File: src/rtl/rvaa_pkg.sv
// Shared types, constants and the arctangent table for the axis-angle rotator.
package rvaa_pkg;

    localparam int IQ = 28;
    localparam int ATAN_ENTRIES = 24;

    localparam logic signed [17:0] FULL_TURN    = 18'sd46080;
    localparam logic signed [17:0] HALF_TURN    = 18'sd23040;
    localparam logic signed [17:0] QUARTER_TURN = 18'sd11520;

    // reciprocal of the CORDIC gain, Q.28
    localparam logic signed [31:0] CORDIC_GAIN = 32'sd163008219;
    localparam logic signed [32:0] ONE_Q28     = 33'sd268435456;
    localparam logic signed [63:0] HALF_LSB_Q28 = 64'sd134217728;

    localparam logic signed [23:0] OUT_MAX = 24'sd8388607;
    localparam logic signed [23:0] OUT_MIN = -24'sd8388608;

    typedef struct packed {
        logic signed [23:0] vx;
        logic signed [23:0] vy;
        logic signed [23:0] vz;
        logic signed [17:0] ax;
        logic signed [17:0] ay;
        logic signed [17:0] az;
    } item_t;

    typedef struct packed {
        logic signed [31:0] x;
        logic signed [31:0] y;
        logic signed [33:0] z;
        logic               flip;
    } cordic_t;

    // atan(2^-i) in units of 2^-24 degree
    function automatic logic signed [33:0] atan_deg24(input int idx);
        logic signed [33:0] r;
        case (idx)
            0:  r = 34'sd754974720;
            1:  r = 34'sd445687602;
            2:  r = 34'sd235489088;
            3:  r = 34'sd119537938;
            4:  r = 34'sd60000934;
            5:  r = 34'sd30029717;
            6:  r = 34'sd15018523;
            7:  r = 34'sd7509720;
            8:  r = 34'sd3754917;
            9:  r = 34'sd1877466;
            10: r = 34'sd938734;
            11: r = 34'sd469367;
            12: r = 34'sd234684;
            13: r = 34'sd117342;
            14: r = 34'sd58671;
            15: r = 34'sd29335;
            16: r = 34'sd14668;
            17: r = 34'sd7334;
            18: r = 34'sd3667;
            19: r = 34'sd1833;
            20: r = 34'sd917;
            21: r = 34'sd458;
            22: r = 34'sd229;
            23: r = 34'sd115;
            default: r = 34'sd0;
        endcase
        return r;
    endfunction

endpackage

File: src/rtl/rvaa_cordic_cell.sv
// One CORDIC rotation cell: a micro-rotation plus the word riding alongside it.
module rvaa_cordic_cell #(
    parameter int STAGE_IDX = 0
) (
    input  logic              aclk,
    input  logic              aresetn,
    input  logic              en,
    input  logic              in_valid,
    input  rvaa_pkg::cordic_t in_st,
    input  rvaa_pkg::item_t   in_item,
    output logic              out_valid,
    output rvaa_pkg::cordic_t out_st,
    output rvaa_pkg::item_t   out_item
);

    localparam logic signed [33:0] ATAN = rvaa_pkg::atan_deg24(STAGE_IDX);

    logic              valid_reg;
    rvaa_pkg::cordic_t st_reg, st_next;
    rvaa_pkg::item_t   item_reg;
    logic signed [31:0] dx, dy;

    assign dx = in_st.y >>> STAGE_IDX;
    assign dy = in_st.x >>> STAGE_IDX;

    always_comb begin
        st_next = in_st;
        if (!in_st.z[33]) begin
            st_next.x = in_st.x - dx;
            st_next.y = in_st.y + dy;
            st_next.z = in_st.z - ATAN;
        end else begin
            st_next.x = in_st.x + dx;
            st_next.y = in_st.y - dy;
            st_next.z = in_st.z + ATAN;
        end
    end

    always_ff @(posedge aclk) begin
        if (!aresetn) begin
            valid_reg <= 1'b0;
        end else if (en) begin
            valid_reg <= in_valid;
        end
    end

    always_ff @(posedge aclk) begin
        if (en) begin
            st_reg   <= st_next;
            item_reg <= in_item;
        end
    end

    assign out_valid = valid_reg;
    assign out_st    = st_reg;
    assign out_item  = item_reg;

endmodule

File: config.mk
export PLATFORM = sky130hd
export DESIGN_NAME = rvaa_cordic_cell
export DESIGN_NICKNAME = d
export VERILOG_FILES = /design/src/rtl/rvaa_pkg.sv /design/src/rtl/rvaa_cordic_cell.sv
export SDC_FILE = /design/constraint.sdc
export NUM_CORES = 1
export LEC_CHECK = 0
export ABC_CLOCK_PERIOD_IN_PS = 4000
export BUFFER_PORTS_ARGS = -buffer_cell sky130_fd_sc_hd__buf_2
export CAP_MARGIN = 20
export CORE_ASPECT_RATIO = 0.7
export CORE_MARGIN = 8
export CORE_UTILIZATION = 25
export DETAILED_ROUTE_END_ITERATION = 8
export PLACE_DENSITY_LB_ADDON = 0.12
export SLEW_MARGIN = 20
export SYNTH_ARGS = -nofsm -noshare
export SYNTH_HDL_FRONTEND = slang
export SYNTH_SLANG_ARGS = --single-unit
File: constraint.sdc
create_clock -name aclk -period 4 [get_ports aclk]
set_input_delay 0.8 -clock aclk [delete_from_list [all_inputs] [get_ports aclk]]
set_output_delay 0.8 -clock aclk [all_outputs]
set_load 0.1 [all_outputs]
-- Yosys cells after proc, flatten, opt, wreduce, memory -nomap -nowiden
Index checks and enable logic that the tools add are counted.
W data, S select, Z words.
- output and inout port bits: 226
- bits in registers: 226
- input bits: 229
- add/sub/neg operators: 5
- mux-type cells: 1
- operators with widths (kind ; number):
    $mux W98 ; 1
    $sub A32 B32 Y32 ; 2
    $add A34 B31 Y34 const B ; 1
    $sub A34 B31 Y34 const B ; 1
    $add A32 B32 Y32 ; 1

-- Depth between registers and ports, before layout
- word-level depth: 2
- gate-level depth with buffers: 12
- depth with buffers taken out: 12

-- Worst setup path before layout
Ideal clock, no wire load.
- kind: input-to-reg
- start point: input in_st[35] in the netlist's numbering
- end point: register st_reg (netlist bit out_st[57]), data pin
- buffers on the path: 0
- data required time: 3730 ps
- data arrival time: 2933 ps
- path slack: 797 ps
- stages: 12
- cells stage by stage: inv_1 -> ha_1 -> fa_1 -> nor2b_1 -> nand2_1 -> a311o_2 -> o41ai_2 -> nor2_2 -> o31ai_4 -> a31oi_1 -> mux2i_1 -> xor2_1
- RTL lines (item ; line ; RTL):
    start, declared ; rvaa_cordic_cell.sv:9 ; input rvaa_pkg::cordic_t in_st,
    end signal, assigned ; rvaa_cordic_cell.sv:49 ; st_reg <= st_next;
    end, declared ; rvaa_cordic_cell.sv:19 ; rvaa_pkg::cordic_t st_reg, st_next;

==> metrics.md <==
| Metric | Value |
|---|---|
| DR DRC count | 0 |
| Crit-path cells | buf_2, inv_1, ha_1, a21o_1, a21oi_1, nor2_1, nor2_1, a21oi_1, a2111oi_0, o21ai_0, mux2i_1, xnor2_1 |
| Cell with the most instances after synthesis | edfxtp_1 |
| Least-Margin Pin Slew | 0.959 ns |
| Top cells by count, synth | edfxtp_1 (224), a21oi_1 (117), nor2_1 (108), ha_1 (102), inv_1 (97) |
| Max_slew headroom | a little over a third |
| Io pins | 455 |
| Synth cell types | 76 |
| Core ar. | 49300 um^2 |
| Crit. End Element | flop |
| Final Net Count | 1934 |
| Gpl congestion | 0.892 |
| Netlist Area Pre-Place | 12500 um^2 |
| Ys async rst share | 0% |
| Share of cells above drive strength 1 | 35.1% |
| Wirelength per Cell | 21.2 um |
| Required time of the critical path | 4.27 ns |
| Via density | ~4.6 |
| Tot Pwr | between 8000 and 9000 uW |
| Hold crit path type | in -> reg |
| Fin util | 33.9% |
| Worst path max stage delay | 0.65 ns |
| Top FF cell, synth | edfxtp_1 |
| DIE AREA | 57300 um^2 |
| Status | completed |
| EDFF count, synth | 224 |
| CTS tree | yes |
| FF+latch count, synth | 225 |
| Critical path arrival | roughly 3.8 ns |
| Area Growth Syn to Fin | 34.0% |
| Largest net degree at the start of global routing | a little under 90 |
| CTS max path bufs | 3 |
| Pleak | 0.00733 uW |
| Clk_lat worst skew | approximately 0.53 ns |
| # Post-CTS Setup Buffers | 0 |
| Slowest-stage cell, CP | a2111oi_0 |
| Hold Slack | 0.431 ns |
| CTS Buf Count | 26 |
| Net Count, Synth | 1435 |
| Initial Util | 25.3% |
| Post-synthesis instance total | 1100 |
| Num rows | 68 |
| Hold Vio Cnt, Final | 0 |
| Router iterations before antenna repair | 5 |
| Max Slew Vio Count | 0 |
| Worst setup SP type | primary input |
| CTS hold repair buffers | 0 |
| Gr usage total | about 16% |
| PostCTS Resize Cnt | 0 |
| First-pass GRT wire length | 70100 um |
| Reg clk slew, reported paths | 0.06 ns |
| H-tree Lvls | 1 |
| Die height | 203 um |
| Initial antenna violation count | 7 |
| Final wirelength | 48600 um |
| DRC violation total after the first TritonRoute iteration | 680 |
| Max-cap violations | 0 |
| Top-area cell type share of the netlist area | 54.0% |
| Vias in the first global route | 10380 |
| Clk_skew | 0 ns |
| Kind of critical path | in -> reg |
| PD cells | 522 nW/um^2 |
| Clk sinks | 225 |
| Total grt overflow | 0 |
| Crit path time final | 3.49 ns |
| DP Wirelength | ~40000 um |
| Worst Path Max Fanout | 13 |
| Fin crit share | 87.3% |
| CTS root buf | clkbuf_16 |
| Die width | 283 um |
| Largest cells by area after synthesis | edfxtp_1 (54%), ha_1 (10%), a21oi_1 (4.7%) |
| Worst vdd ir | approximately 270 uV |
| I/O Buffers | 454 |
| Post-synthesis sequential area ratio | 54.2% |
| Area leader, netlist | edfxtp_1 |
| Ys Warns | 0 |
| RSZ-0062 raised after global routing | false |
| Finish-stage setup viols | 0 |
| Vias | 10449 |
| Avg Inst Size Synth | 11.3 um^2 |
| F_max | 286 MHz |
| Post-DRT Antenna Nets | 0 |
final timing paths:
| kind | slack [ns] | cells past startpoint | startpoint | to |
|---|---|---|---|---|
| min | 0.43 | 1 | in_item[25] | out_item[25] |
| min reg2reg | 0.53 | 2 | out_valid | out_valid |
| max reg2reg | 3.40 | 2 | out_valid | out_valid |
| max | 0.51 | 12 | in_st[56] | out_st[95] |
worst max-delay path, delay by kind of cell:
kind	cells	cell delay (ns)
AO/OA/AOI/OAI	5	1.64
XOR/XNOR	1	0.12
adder cells (fa/ha/maj)	1	0.51
buffers and inverters	2	0.16
multiplexers	1	0.27
AND/OR/NAND/NOR	2	0.26
final cells by class:
type	instances	area (um^2)
Antenna cell	3	7.51
Clock buffer	31	669
Clock inverter	17	169
Fill cell	5081	32600
Inverter	99	372
Multi-Input combinational cell	737	5160
Sequential cell	225	6750
Tap cell	665	832
Timing Repair Buffer	510	2730
sequential cells by signal, indices dropped and copies added (netlist names):
signal and count:
out_st 98, out_valid 1, out_item 126
per-stage QoR:
| stage | TNS (ns) | cells | worst slack [ns] | area (um^2) |
|---|---|---|---|---|
| 6_report | 0 | 2287 | 0.508 | 16700 |
| 3_3_place_gp | -0.0948 | 2236 | -0.0948 | 15800 |
| 3_5_place_dp | -0.0600 | 2236 | -0.0600 | 15800 |
| 4_1_cts | 0 | 2284 | 0.503 | 16700 |
| 5_1_grt | 0 | 2285 | 0.313 | 16700 |
| 2_1_floorplan | 0 | 1100 | 0.797 | 12500 |
cell families after synthesis:
group,Yosys count,synth area share (%)
compound gates,304,15.8
simple gates,246,8.92
flops,225,54.2
buf+inv,138,4.39
fa+ha+maj,106,10.9
xor+xnor,68,4.78
mux,13,1.04
cells in the final DEF, fill, tap and decap left out, types with 4 or more instances in the layout:
cell type,instances
a21o_1,16
nand2_1,62
xnor2_1,56
a31oi_1,8
inv_1,97
nor2b_1,10
o211ai_1,4
a221oi_1,5
a2111oi_0,4
ha_1,102
o21bai_1,16
edfxtp_1,224
nor2_1,108
nand4_1,15
o21a_1,5
nand2b_1,9
clkinv_1,6
nor4_1,7
fa_1,4
nor3_1,11
buf_2,453
o221ai_1,6
clkinv_2,7
clkbuf_1,5
mux2i_1,13
clkbuf_16,26
a21oi_1,117
xor2_1,12
o21ai_1,4
nand3_1,5
o22ai_1,5
a211oi_1,4
buf_4,54
o21ai_0,65
where the power goes:
part | internal, uW | leakage, uW | switching (uW) | total, uW
sequential | 2910 | 0.00220 | 72.5 | 2980
combinational | 652 | 0.00472 | 2730 | 3380
clock | 1390 | 0.000415 | 958 | 2350
metal layers:
layer	routed length, um	global-route usage (%)	share of wire [%]
met4	844	3.00	1.7
met2	22900	26.8	47
met3	3600	3.34	7.4
met1	21200	21.4	44
met5	48	0	0.099
No activity file was read; power rests on OpenSTA's default activity.
